[config.mk]
export PLATFORM = sky130hd
export DESIGN_NAME = sha1_message_digest_unit_flat
export DESIGN_NICKNAME = d
export VERILOG_FILES = /design/src/rtl/sha1_pkg.sv /design/src/rtl/sha1_in_if.sv /design/src/rtl/sha1_out_if.sv /design/src/rtl/sha1_message_digest_unit.sv /design/src/flat_wrapper.sv
export SDC_FILE = /design/constraint.sdc
export NUM_CORES = 2
export LEC_CHECK = 0
export BUFFER_PORTS_ARGS = -buffer_cell sky130_fd_sc_hd__buf_2
export CAP_MARGIN = 20
export CORE_MARGIN = 5
export CORE_UTILIZATION = 60
export CTS_CLUSTER_SIZE = 10
export DETAILED_ROUTE_END_ITERATION = 8
export PLACE_DENSITY = 0.75
export SETUP_SLACK_MARGIN = 0.05
export SYNTH_ARGS = -nofsm -noshare
export SYNTH_HDL_FRONTEND = slang
export SYNTH_SLANG_ARGS = --single-unit
[constraint.sdc]
create_clock -name clk -period 16.6 [get_ports clk]
set_clock_uncertainty 0.05 [all_clocks]
set_input_delay 3.32 -clock clk [delete_from_list [all_inputs] [get_ports clk]]
set_output_delay 3.32 -clock clk [all_outputs]
set_load 0.05 [all_outputs]
[src/rtl/sha1_pkg.sv]
package sha1_pkg;

  localparam int WORD_W       = 32;
  localparam int COUNT_W      = 3;
  localparam int INDEX_W      = 3;
  localparam int LEN_W        = 64;
  localparam int FILL_W       = 6;
  localparam int ROUND_W      = 7;
  localparam int NUM_CHAIN    = 5;
  localparam int WINDOW_WORDS = 16;
  localparam int ROUNDS       = 80;

  typedef logic [WORD_W-1:0] word_t;

  localparam word_t INIT_HASH [NUM_CHAIN] = '{
    32'h6745_2301, 32'hEFCD_AB89, 32'h98BA_DCFE, 32'h1032_5476, 32'hC3D2_E1F0
  };

  localparam logic [COUNT_W-1:0] MAX_BYTES  = 3'd4;
  localparam logic [INDEX_W-1:0] LAST_INDEX = 3'(NUM_CHAIN - 1);
  localparam logic [FILL_W-1:0]  LEN_OFFSET = 6'd56;

  typedef enum logic [1:0] {
    GRP_CH,
    GRP_PAR1,
    GRP_MAJ,
    GRP_PAR2
  } round_grp_t;

  function automatic round_grp_t round_group(input logic [ROUND_W-1:0] round);
    round_grp_t grp;
    if (round < 7'd20) begin
      grp = GRP_CH;
    end else if (round < 7'd40) begin
      grp = GRP_PAR1;
    end else if (round < 7'd60) begin
      grp = GRP_MAJ;
    end else begin
      grp = GRP_PAR2;
    end
    return grp;
  endfunction

  function automatic word_t round_const(input round_grp_t grp);
    word_t k;
    case (grp)
      GRP_CH:   k = 32'h5A82_7999;
      GRP_PAR1: k = 32'h6ED9_EBA1;
      GRP_MAJ:  k = 32'h8F1B_BCDC;
      GRP_PAR2: k = 32'hCA62_C1D6;
      default:  k = 32'h5A82_7999;
    endcase
    return k;
  endfunction

  function automatic word_t round_fn(input round_grp_t grp, input word_t b, input word_t c,
                                     input word_t d);
    word_t f;
    case (grp)
      GRP_CH:  f = (b & c) | (~b & d);
      GRP_MAJ: f = (b & c) | (b & d) | (c & d);
      default: f = b ^ c ^ d;
    endcase
    return f;
  endfunction

endpackage

[src/rtl/sha1_in_if.sv]
interface sha1_in_if;
  logic                             valid;
  logic                             ready;
  logic [sha1_pkg::WORD_W-1:0]      data_word;
  logic [sha1_pkg::COUNT_W-1:0]     byte_count;
  logic                             last_word;

  modport source (output valid, output data_word, output byte_count, output last_word,
                  input ready);
  modport sink (input valid, input data_word, input byte_count, input last_word,
                output ready);
endinterface

[src/rtl/sha1_out_if.sv]
interface sha1_out_if;
  logic                             valid;
  logic                             ready;
  logic [sha1_pkg::WORD_W-1:0]      digest_word;
  logic [sha1_pkg::INDEX_W-1:0]     word_index;
  logic                             last_digest;

  modport source (output valid, output digest_word, output word_index, output last_digest,
                  input ready);
  modport sink (input valid, input digest_word, input word_index, input last_digest,
                output ready);
endinterface

[src/rtl/sha1_message_digest_unit.sv]
// SHA-1 digest of a byte message.
// msg carries big-endian words with a count of valid left-aligned bytes (1..4,
// higher counts saturate to four, zero adds nothing) and a last-word flag.
// Bytes pack contiguously into 64-byte blocks, so short words may appear anywhere.
// dig returns the five digest words h0..h4 in order, word_index 0..4, with
// last_digest on h4; no result comes out for a word without the last flag.
// Timing: a word is taken while msg is ready. A word that completes a block starts
// the compression: 80 rounds on the one round adder, then the chain update, and
// only then is msg ready again. After a last word the padding adds the marker,
// zero fill and length, with one or two more compressions, then the five digest
// words at one per cycle when dig is ready.
// msg.ready is low for the whole of that work; one item is in flight at a time.
// If dig stalls, the current digest word holds until it is taken.
// Reset restores the initial hash value and clears length and fill; the state
// returns to the same values after the fifth digest word is taken.
module sha1_message_digest_unit (
  input  logic           clk,
  input  logic           rst,
  sha1_in_if.sink        msg,
  sha1_out_if.source     dig
);

  typedef enum logic [2:0] {
    IDLE,
    COMPRESS,
    FINISH,
    PAD_ONE,
    PAD_ZERO,
    LEN_HI,
    LEN_LO,
    EMIT
  } state_t;

  state_t state;
  state_t resume;

  sha1_pkg::word_t chain  [sha1_pkg::NUM_CHAIN];
  sha1_pkg::word_t vars   [sha1_pkg::NUM_CHAIN];
  sha1_pkg::word_t window [sha1_pkg::WINDOW_WORDS];

  logic [sha1_pkg::LEN_W-1:0]   bit_length;
  logic [sha1_pkg::FILL_W-1:0]  fill;
  logic [23:0]                  partial;
  logic [sha1_pkg::ROUND_W-1:0] round;
  logic [sha1_pkg::INDEX_W-1:0] emit_idx;

  // byte packing
  sha1_pkg::word_t               abs_data;
  logic [sha1_pkg::COUNT_W-1:0]  abs_cnt;
  logic                          abs_en;
  logic [sha1_pkg::COUNT_W-1:0]  in_cnt;
  logic [55:0]                   merged;
  logic [55:0]                   aligned;
  logic [2:0]                    total;
  logic [1:0]                    extra;
  logic                          word_done;
  sha1_pkg::word_t               done_word;
  logic [23:0]                   partial_next;
  logic [sha1_pkg::FILL_W:0]     fill_sum;
  logic                          block_full;

  assign in_cnt = (msg.byte_count > sha1_pkg::MAX_BYTES) ? sha1_pkg::MAX_BYTES
                                                          : msg.byte_count;

  always_comb begin
    abs_data = '0;
    abs_cnt  = '0;
    abs_en   = 1'b0;
    case (state)
      IDLE: begin
        abs_data = msg.data_word;
        abs_cnt  = in_cnt;
        abs_en   = msg.valid;
      end
      PAD_ONE: begin
        abs_data = 32'h8000_0000;
        abs_cnt  = 3'd1;
        abs_en   = 1'b1;
      end
      PAD_ZERO: begin
        abs_cnt  = sha1_pkg::MAX_BYTES - {1'b0, fill[1:0]};
        abs_en   = (fill != sha1_pkg::LEN_OFFSET);
      end
      LEN_HI: begin
        abs_data = bit_length[63:32];
        abs_cnt  = sha1_pkg::MAX_BYTES;
        abs_en   = 1'b1;
      end
      LEN_LO: begin
        abs_data = bit_length[31:0];
        abs_cnt  = sha1_pkg::MAX_BYTES;
        abs_en   = 1'b1;
      end
      default: begin
        abs_en   = 1'b0;
      end
    endcase
  end

  always_comb begin
    merged       = ({32'b0, partial} << {abs_cnt, 3'b000})
                 | ({24'b0, abs_data} >> (6'd32 - {abs_cnt, 3'b000}));
    total        = {1'b0, fill[1:0]} + abs_cnt;
    word_done    = total[2];
    extra        = total[1:0];
    aligned      = merged >> {extra, 3'b000};
    done_word    = aligned[31:0];
    partial_next = word_done ? (merged[23:0] & ~(24'hFF_FFFF << {extra, 3'b000}))
                             : merged[23:0];
    fill_sum     = {1'b0, fill} + {4'b0, abs_cnt};
    block_full   = fill_sum[sha1_pkg::FILL_W];
  end

  // round datapath
  sha1_pkg::round_grp_t grp;
  sha1_pkg::word_t      f_val;
  sha1_pkg::word_t      temp;
  sha1_pkg::word_t      w_mix;
  sha1_pkg::word_t      w_new;

  always_comb begin
    grp   = sha1_pkg::round_group(round);
    f_val = sha1_pkg::round_fn(grp, vars[1], vars[2], vars[3]);
    temp  = {vars[0][26:0], vars[0][31:27]} + f_val + vars[4]
          + sha1_pkg::round_const(grp) + window[0];
    w_mix = window[13] ^ window[8] ^ window[2] ^ window[0];
    w_new = {w_mix[30:0], w_mix[31]};
  end

  // message schedule window, shifted once per round
  always_ff @(posedge clk) begin
    if (abs_en && word_done) begin
      window[fill[5:2]] <= done_word;
    end else if (state == COMPRESS) begin
      for (int i = 0; i < sha1_pkg::WINDOW_WORDS - 1; i++) begin
        window[i] <= window[i+1];
      end
      window[sha1_pkg::WINDOW_WORDS-1] <= w_new;
    end
  end

  always_ff @(posedge clk) begin
    if (rst) begin
      state      <= IDLE;
      resume     <= IDLE;
      bit_length <= '0;
      fill       <= '0;
      partial    <= '0;
      round      <= '0;
      emit_idx   <= '0;
      for (int i = 0; i < sha1_pkg::NUM_CHAIN; i++) begin
        chain[i] <= sha1_pkg::INIT_HASH[i];
        vars[i]  <= '0;
      end
    end else begin
      if (abs_en) begin
        partial <= partial_next;
        fill    <= fill_sum[sha1_pkg::FILL_W-1:0];
      end
      if (abs_en && block_full) begin
        round <= '0;
        for (int i = 0; i < sha1_pkg::NUM_CHAIN; i++) begin
          vars[i] <= chain[i];
        end
      end
      case (state)
        IDLE: begin
          if (msg.valid) begin
            bit_length <= bit_length + {58'b0, abs_cnt, 3'b000};
            if (block_full) begin
              state  <= COMPRESS;
              resume <= msg.last_word ? PAD_ONE : IDLE;
            end else if (msg.last_word) begin
              state  <= PAD_ONE;
            end
          end
        end
        COMPRESS: begin
          vars[4] <= vars[3];
          vars[3] <= vars[2];
          vars[2] <= {vars[1][1:0], vars[1][31:2]};
          vars[1] <= vars[0];
          vars[0] <= temp;
          round   <= round + 7'd1;
          if (round == 7'(sha1_pkg::ROUNDS - 1)) begin
            state <= FINISH;
          end
        end
        FINISH: begin
          for (int i = 0; i < sha1_pkg::NUM_CHAIN; i++) begin
            chain[i] <= chain[i] + vars[i];
          end
          state <= resume;
        end
        PAD_ONE: begin
          state  <= block_full ? COMPRESS : PAD_ZERO;
          resume <= PAD_ZERO;
        end
        PAD_ZERO: begin
          if (fill == sha1_pkg::LEN_OFFSET) begin
            state <= LEN_HI;
          end else if (block_full) begin
            state  <= COMPRESS;
            resume <= PAD_ZERO;
          end
        end
        LEN_HI: begin
          state <= LEN_LO;
        end
        LEN_LO: begin
          state  <= COMPRESS;
          resume <= EMIT;
        end
        EMIT: begin
          if (dig.ready) begin
            if (emit_idx == sha1_pkg::LAST_INDEX) begin
              state      <= IDLE;
              emit_idx   <= '0;
              bit_length <= '0;
              fill       <= '0;
              partial    <= '0;
              for (int i = 0; i < sha1_pkg::NUM_CHAIN; i++) begin
                chain[i] <= sha1_pkg::INIT_HASH[i];
                vars[i]  <= '0;
              end
            end else begin
              emit_idx <= emit_idx + 3'd1;
            end
          end
        end
        default: begin
          state <= IDLE;
        end
      endcase
    end
  end

  assign msg.ready       = (state == IDLE);
  assign dig.valid       = (state == EMIT);
  assign dig.digest_word = chain[emit_idx];
  assign dig.word_index  = emit_idx;
  assign dig.last_digest = (emit_idx == sha1_pkg::LAST_INDEX);

endmodule

[src/flat_wrapper.sv]
// flat-port wrapper written by rule: the top's interface ports become plain ports
module sha1_message_digest_unit_flat 
  (clk, rst, msg_valid, msg_data_word, msg_byte_count, msg_last_word, msg_ready, dig_valid, dig_digest_word, dig_word_index, dig_last_digest, dig_ready);
  sha1_in_if msg_i ();
  sha1_out_if dig_i ();
  input  logic clk;
  input  logic rst;
  input wire logic [$bits(msg_i.valid)-1:0] msg_valid;
  input wire logic [$bits(msg_i.data_word)-1:0] msg_data_word;
  input wire logic [$bits(msg_i.byte_count)-1:0] msg_byte_count;
  input wire logic [$bits(msg_i.last_word)-1:0] msg_last_word;
  output wire logic [$bits(msg_i.ready)-1:0] msg_ready;
  output wire logic [$bits(dig_i.valid)-1:0] dig_valid;
  output wire logic [$bits(dig_i.digest_word)-1:0] dig_digest_word;
  output wire logic [$bits(dig_i.word_index)-1:0] dig_word_index;
  output wire logic [$bits(dig_i.last_digest)-1:0] dig_last_digest;
  input wire logic [$bits(dig_i.ready)-1:0] dig_ready;
  assign msg_i.valid = msg_valid;
  assign msg_i.data_word = msg_data_word;
  assign msg_i.byte_count = msg_byte_count;
  assign msg_i.last_word = msg_last_word;
  assign msg_ready = msg_i.ready;
  assign dig_valid = dig_i.valid;
  assign dig_digest_word = dig_i.digest_word;
  assign dig_word_index = dig_i.word_index;
  assign dig_last_digest = dig_i.last_digest;
  assign dig_i.ready = dig_ready;
  sha1_message_digest_unit u_core (.clk(clk), .rst(rst), .msg(msg_i), .dig(dig_i));
endmodule
; Word level (Yosys, flattened, before mapping)
; Memory sizes are Yosys's and may differ from the RTL's. A register that Yosys moved wholly into a read port is not among the register bits.
; Cells that the tools add are included.
[totals]
reg_bits = 110
ram_bits = 832
in_bits = 40
mem_count = 3
[mem_list]
columns = memory, words, width, rd, rd_clocked_by_memory_dff, write_ports, line
row1 = u_core.window, 16, 32, 16, 0, 16, sha1_message_digest_unit.sv:39  ; sha1_pkg::word_t window [sha1_pkg::WINDOW_WORDS];
row2 = u_core.chain, 5, 32, 6, 1, 5, sha1_message_digest_unit.sv:37  ; sha1_pkg::word_t chain [sha1_pkg::NUM_CHAIN];
row3 = u_core.vars, 5, 32, 5, 0, 5, sha1_message_digest_unit.sv:38  ; sha1_pkg::word_t vars [sha1_pkg::NUM_CHAIN];
[classes]
n_addsub = 16
magnitude_cmp = 4
n_eq_ne = 23
n_shift = 4
n_mux = 91
bitwise_logic = 41
n_reduce_logical = 14
[ops]
columns = cell, count
row1 = $mux 32, 26
row2 = $add 32x32->32, 9
row3 = $pmux 32 s4, 2
row4 = $mux 64, 3
row5 = $xor 32x32->32, 5
row6 = $and 32x32->32, 4
row7 = $pmux 64 s2, 1
row8 = $mux 24, 5
row9 = $or 32x32->32, 3
row10 = $add 64x6->64, 1
row11 = $pmux 32 s2, 1
row12 = $or 56x56->56, 1
row13 = $shl 24x6->56, 1
row14 = $shr 32x6->56, 1
row15 = $shr 56x5->32, 1
row16 = $mux 3, 17
row17 = $not 32->32, 1
row18 = $reduce_or 32->1, 1
row19 = $or 1x1->1, 25
row20 = $and 24x24->24, 1
row21 = $mux 6, 4
row22 = $not 24->24, 1
row23 = $pmux 3 s4, 2
row24 = $pmux 3 s8, 1
row25 = other kinds (38), 76

; Depth between registers and ports, before layout
[logic_depth]
depth_word = 12
mapped_depth = 28
ltp_nobuf = 24

; Worst setup path before layout
; Ideal clock, no wire load.
[synth_timing]
kind = input-to-reg
from = input port msg_byte_count[2]
to = memory u_core.vars[0][0] (netlist bit), enable pin
setup_time_ns = 0.528
t_arrival_ns = 8.524
required_ns = 16.022
path_slack_ns = 7.497
cell_stages = 13
path_cell_list = inv_1 a311oi_1 or2_1 buf_6 inv_4 buf_6 buf_2 ha_1 fa_1 a21o_1 nand4_1 nor2_1 or3_1
[synth_lines]
columns = element, line
row1 = "start, declared", flat_wrapper.sv:10  ; input wire logic [$bits(msg_i.byte_count)-1:0] msg_byte_count;
row2 = "end, declared", sha1_message_digest_unit.sv:38

==> summary.txt <==
========================================================================================================
Slowest cell delay on critical path .......................................................      0.57 ns
Proportion of layout cells with a drive suffix above 1 ....................................        9.13%
Buffer levels on the longest clock path ...................................................            3
Critical Path, Cell by Cell ............................................................... o21ai_0 -> a221o_2 -> inv_1 -> buf_4 -> ha_1 -> a22oi_1 -> o21ai_0 -> fa_1 -> inv_1 -> fa_1 -> fa_1 -> inv_1 -> ha_1 -> fa_1 -> a211oi_1 -> o21bai_1 -> a211oi_1 -> o21ai_0 -> a31oi_1 -> a311oi_1 -> o221ai_1 -> nor2b_1 -> xnor2_1 -> a22o_1
Portion of synthesized cell area occupied by the leading cell type ........................        45.9%
Area of placed instances ..................................................................   0.0558 mm²
Arr. time, crit path ......................................................................      8.13 ns
Count of antenna-violating nets left after detailed routing ...............................            0
Most common cell type on the critical path ................................................ sky130_fd_sc_hd__fa_1
Adder-cell share of the synthesized area ..................................................        9.44%
Placeable core region .....................................................................   0.0900 mm²
Setup repair after global routing missed its margin .......................................        false
Number of H-tree levels ...................................................................            3
Total via count after detailed routing ....................................................        39.0k
Topmost layer with routed signal wires ....................................................         met4
Weighted congestion reported at the end of routability-driven placement ...................        0.932
Buffers added on ports ....................................................................           77
Number of buffers inserted during clock tree synthesis ....................................          108
Pins over their slew limit ................................................................            0
Final count of hold timing violations .....................................................            0
Die span in x .............................................................................       311 µm
Number of max-cap violations ..............................................................            0
Routed via count divided by cell count ....................................................         6.43
Global-route wire length before repair ....................................................       223 mm
CP endpoint kind ..........................................................................    flip-flop
Critical-path maximum fanout ..............................................................           16
Estimated wirelength of the detail-placed design ..........................................      96.1 mm
Count of cells resized by post-cts repair .................................................            0
Fraction of synthesis flops using an asynchronous set or reset pin ........................           0%
Combinational family with the most area after synthesis ................................... compound AO/OA/AOI/OAI gates
Cell area after technology mapping ........................................................   0.0544 mm²
Wire length on met3 .......................................................................      10.9 mm
Number of search-and-repair iterations in the first detailed-routing pass .................            5
Clk Latency, worst-skew pair ..............................................................      0.71 ns
Overall routing resource usage ............................................................        29.2%
Die footprint .............................................................................   0.0967 mm²
Post-layout net count .....................................................................         5207
CP required ...............................................................................     16.97 ns
Met2 wire len .............................................................................      69.4 mm
Clock sink count ..........................................................................          941
Wl on met1 ................................................................................      59.1 mm
Initial Utilization .......................................................................        60.4%
GR Overflow Total .........................................................................            0
CTS Root Buffer Type ...................................................................... sky130_fd_sc_hd__clkbuf_16
Tightest slew margin relative to the limit ................................................        29.1%
Number of warnings printed during yosys synthesis .........................................            0
Final design instance area without fill ...................................................   0.0590 mm²
Total of flip-flops plus latches after synthesis ..........................................          941
Fraction of synthesized area in multiplexers ..............................................        3.98%
Worst Path Class, Setup ...................................................................      reg2reg
Number of flops mapped to enable cells by yosys ...........................................          832
Die H .....................................................................................       311 µm
Number of failing setup endpoints in the final timing report ..............................            0
Post-layout min period ....................................................................      7.76 ns
Leading area contributor after synthesis .................................................. sky130_fd_sc_hd__edfxtp_1
Worst path buffer plus inverter count .....................................................            4
Post-synthesis net count ..................................................................         5206
F_max .....................................................................................    0.129 GHz
Number of antenna violations at the first check in global routing .........................            1
Maximum number of pins on one net before global-route repair ..............................          200
Synth Instances ...........................................................................         4832
Number of antenna cells inserted ..........................................................            0
Slew at the pin closest to its max-slew limit .............................................      1.06 ns
Number of violations reported at the end of detailed-routing iteration 0 ..................         4136
Post-CTS clock slew at the launch and capture registers of the worst setup and hold paths .      0.06 ns
Critical path's slowest cell .............................................................. sky130_fd_sc_hd__a31oi_1
Avg Inst Size Synth .......................................................................     11.3 µm²
Number of global-route vias before repair .................................................        38.2k
Netlist cell types ........................................................................           89
Min-Delay Path Class ......................................................................      reg2reg
Cts hold-fix bufs .........................................................................            0
Ports placed on the boundary ..............................................................           78
Outcome ................................................................................... finished clean
Clock tree from TritonCTS .................................................................        built
Cell types occupying the most area after synthesis ........................................ sky130_fd_sc_hd__edfxtp_1 46%, sky130_fd_sc_hd__ha_1 4.8%, sky130_fd_sc_hd__fa_1 4.7%, sky130_fd_sc_hd__a21o_1 4.6%, sky130_fd_sc_hd__dfxtp_1 4.0%
Simple-gate portion of the synthesized area ...............................................        9.98%
Synth Flop Type ........................................................................... sky130_fd_sc_hd__edfxtp_1
Number of placement rows ..................................................................          110
Final total negative setup slack ..........................................................         0 ns
Average wire per standard cell ............................................................      23.9 µm
Startpoint class of the critical path .....................................................    flip-flop
Critical path's top delay family .......................................................... compound AO/OA/AOI/OAI gates
Complex-gate fraction of the synthesized area .............................................        18.2%
Number of setup buffers added after CTS ...................................................            0
Parity-gate share of the synthesized area counting xor and xnor cells .....................        4.85%
DRC Markers ...............................................................................            0
Proportion of synthesized chip area in sequential cells ...................................        50.0%
Wire length after detailed routing ........................................................       145 mm
Share of the cycle needed by the critical path after routing ..............................        46.7%
Relative area change from synthesis to final layout .......................................        8.45%
========================================================================================================
[metal layers]
| layer | up-vias | global-route usage [%] |
|---|---|---|
| li1 | 17700 | - |
| met5 | - | 0 |
| met2 | 1641 | 48.3 |
| met4 | 0 | 9.94 |
| met3 | 305 | 4.72 |
| met1 | 19300 | 39.7 |
[worst paths after layout]
check                  startpoint                  end  slack [ns]  cells after the start
max reg2reg       u_core.round[5]   u_core.vars[0][29]        8.84                     24
max               u_core.round[5]   u_core.vars[0][29]        8.84                     24
min reg2reg  u_core.window[10][1]  u_core.window[9][1]        0.45                      2
min          u_core.window[10][1]  u_core.window[9][1]        0.45                      2
[metrics by stage]
| step | hold WS [ns] | utilization [%] | std cells | setup WS [ns] |
|---|---|---|---|---|
| after floorplan | 0.417 | - | 4832 | 7.50 |
| after global placement | 0.433 | 62.0 | 5894 | 8.63 |
| after detailed placement | 0.447 | 62.0 | 5894 | 8.49 |
| after CTS | 0.453 | 65.4 | 6055 | 8.85 |
| after global routing | 0.475 | 65.5 | 6060 | 8.56 |
| final | 0.453 | 65.5 | 6060 | 8.84 |
[cells in the mapped netlist (16+ instances only)]
library cell and count:
sky130_fd_sc_hd__and3_1 34, sky130_fd_sc_hd__ha_1 207, sky130_fd_sc_hd__a31oi_1 16, sky130_fd_sc_hd__and2_1 30
sky130_fd_sc_hd__nand2_1 543, sky130_fd_sc_hd__xor2_1 129, sky130_fd_sc_hd__nand2b_1 45, sky130_fd_sc_hd__mux4_2 39
sky130_fd_sc_hd__mux2_2 67, sky130_fd_sc_hd__buf_2 53, sky130_fd_sc_hd__nor2_1 301, sky130_fd_sc_hd__a22o_1 172
sky130_fd_sc_hd__edfxtp_1 832, sky130_fd_sc_hd__a21o_1 331, sky130_fd_sc_hd__o21bai_1 20, sky130_fd_sc_hd__or3_1 24
sky130_fd_sc_hd__nor2b_1 40, sky130_fd_sc_hd__dfxtp_1 109, sky130_fd_sc_hd__nor3_1 54, sky130_fd_sc_hd__mux2i_1 50
sky130_fd_sc_hd__nand4_1 17, sky130_fd_sc_hd__a211oi_1 35, sky130_fd_sc_hd__xnor2_1 170, sky130_fd_sc_hd__a221o_1 17
sky130_fd_sc_hd__clkbuf_1 161, sky130_fd_sc_hd__nand3_1 66, sky130_fd_sc_hd__o21ai_0 201, sky130_fd_sc_hd__o21a_1 148
sky130_fd_sc_hd__inv_1 237, sky130_fd_sc_hd__fa_1 127, sky130_fd_sc_hd__a22oi_1 67, sky130_fd_sc_hd__a21oi_1 232
[state kept, by name, indices dropped and copies added (netlist names), named ones only]
name,cells
u_core.vars,160
u_core.round,7
u_core.dig.word_index,3
u_core.resume,2
u_core.state,3
u_core.partial,24
u_core.bit_length,61
u_core.fill,6
u_core.window,512
u_core.chain,160
[layout by cell type (no fill, tap or decap), types with 170 or more instances in the layout]
cell and n:
sky130_fd_sc_hd__edfxtp_1 832, sky130_fd_sc_hd__nand2_1 542, sky130_fd_sc_hd__a21o_1 330, sky130_fd_sc_hd__nor2_1 299, sky130_fd_sc_hd__inv_1 237, sky130_fd_sc_hd__a21oi_1 232, sky130_fd_sc_hd__ha_1 205, sky130_fd_sc_hd__o21ai_0 185
sky130_fd_sc_hd__a22o_1 172, sky130_fd_sc_hd__xnor2_1 170
[layout make-up]
type                            instances  area, µm²
Fill cell                            6811      31000
Clock buffer                          140       2840
Tap cell                             1176       1470
Timing Repair Buffer                  134        898
Multi-Input combinational cell       3408      25500
Clock inverter                         21        210
Inverter                              240        903
Sequential cell                       941      27200
[worst reg2reg max path, stage by stage, from the launching register on]
cell                       delay (ns)
sky130_fd_sc_hd__dfxtp_1         0.44
sky130_fd_sc_hd__o21ai_0         0.14
sky130_fd_sc_hd__a221o_2         0.41
sky130_fd_sc_hd__inv_1           0.05
sky130_fd_sc_hd__buf_4           0.31
sky130_fd_sc_hd__ha_1            0.40
sky130_fd_sc_hd__a22oi_1         0.14
sky130_fd_sc_hd__o21ai_0         0.47
sky130_fd_sc_hd__fa_1            0.53
sky130_fd_sc_hd__inv_1           0.11
sky130_fd_sc_hd__fa_1            0.46
sky130_fd_sc_hd__fa_1            0.53
sky130_fd_sc_hd__inv_1           0.04
sky130_fd_sc_hd__ha_1            0.23
sky130_fd_sc_hd__fa_1            0.44
sky130_fd_sc_hd__a211oi_1        0.32
sky130_fd_sc_hd__o21bai_1        0.15
sky130_fd_sc_hd__a211oi_1        0.38
sky130_fd_sc_hd__o21ai_0         0.33
sky130_fd_sc_hd__a31oi_1         0.57
sky130_fd_sc_hd__a311oi_1        0.25
sky130_fd_sc_hd__o221ai_1        0.29
sky130_fd_sc_hd__nor2b_1         0.20
sky130_fd_sc_hd__xnor2_1         0.10
sky130_fd_sc_hd__a22o_1          0.18
[kinds of logic (layout without fill, tap and decap cells)]
group / Yosys count / after routing
AND/OR/NAND/NOR: 1210 / 1210
AO/OA/AOI/OAI: 1406 / 1406
flip-flops: 941 / 941
buffers and inverters: 483 / 535
XOR/XNOR: 300 / 300
adder cells (fa/ha/maj): 334 / 334
multiplexers: 158 / 158
Power is left out: the tool's default activity adds up to more than one toggle a clock period on the data nets, which glitch-free logic cannot reach.
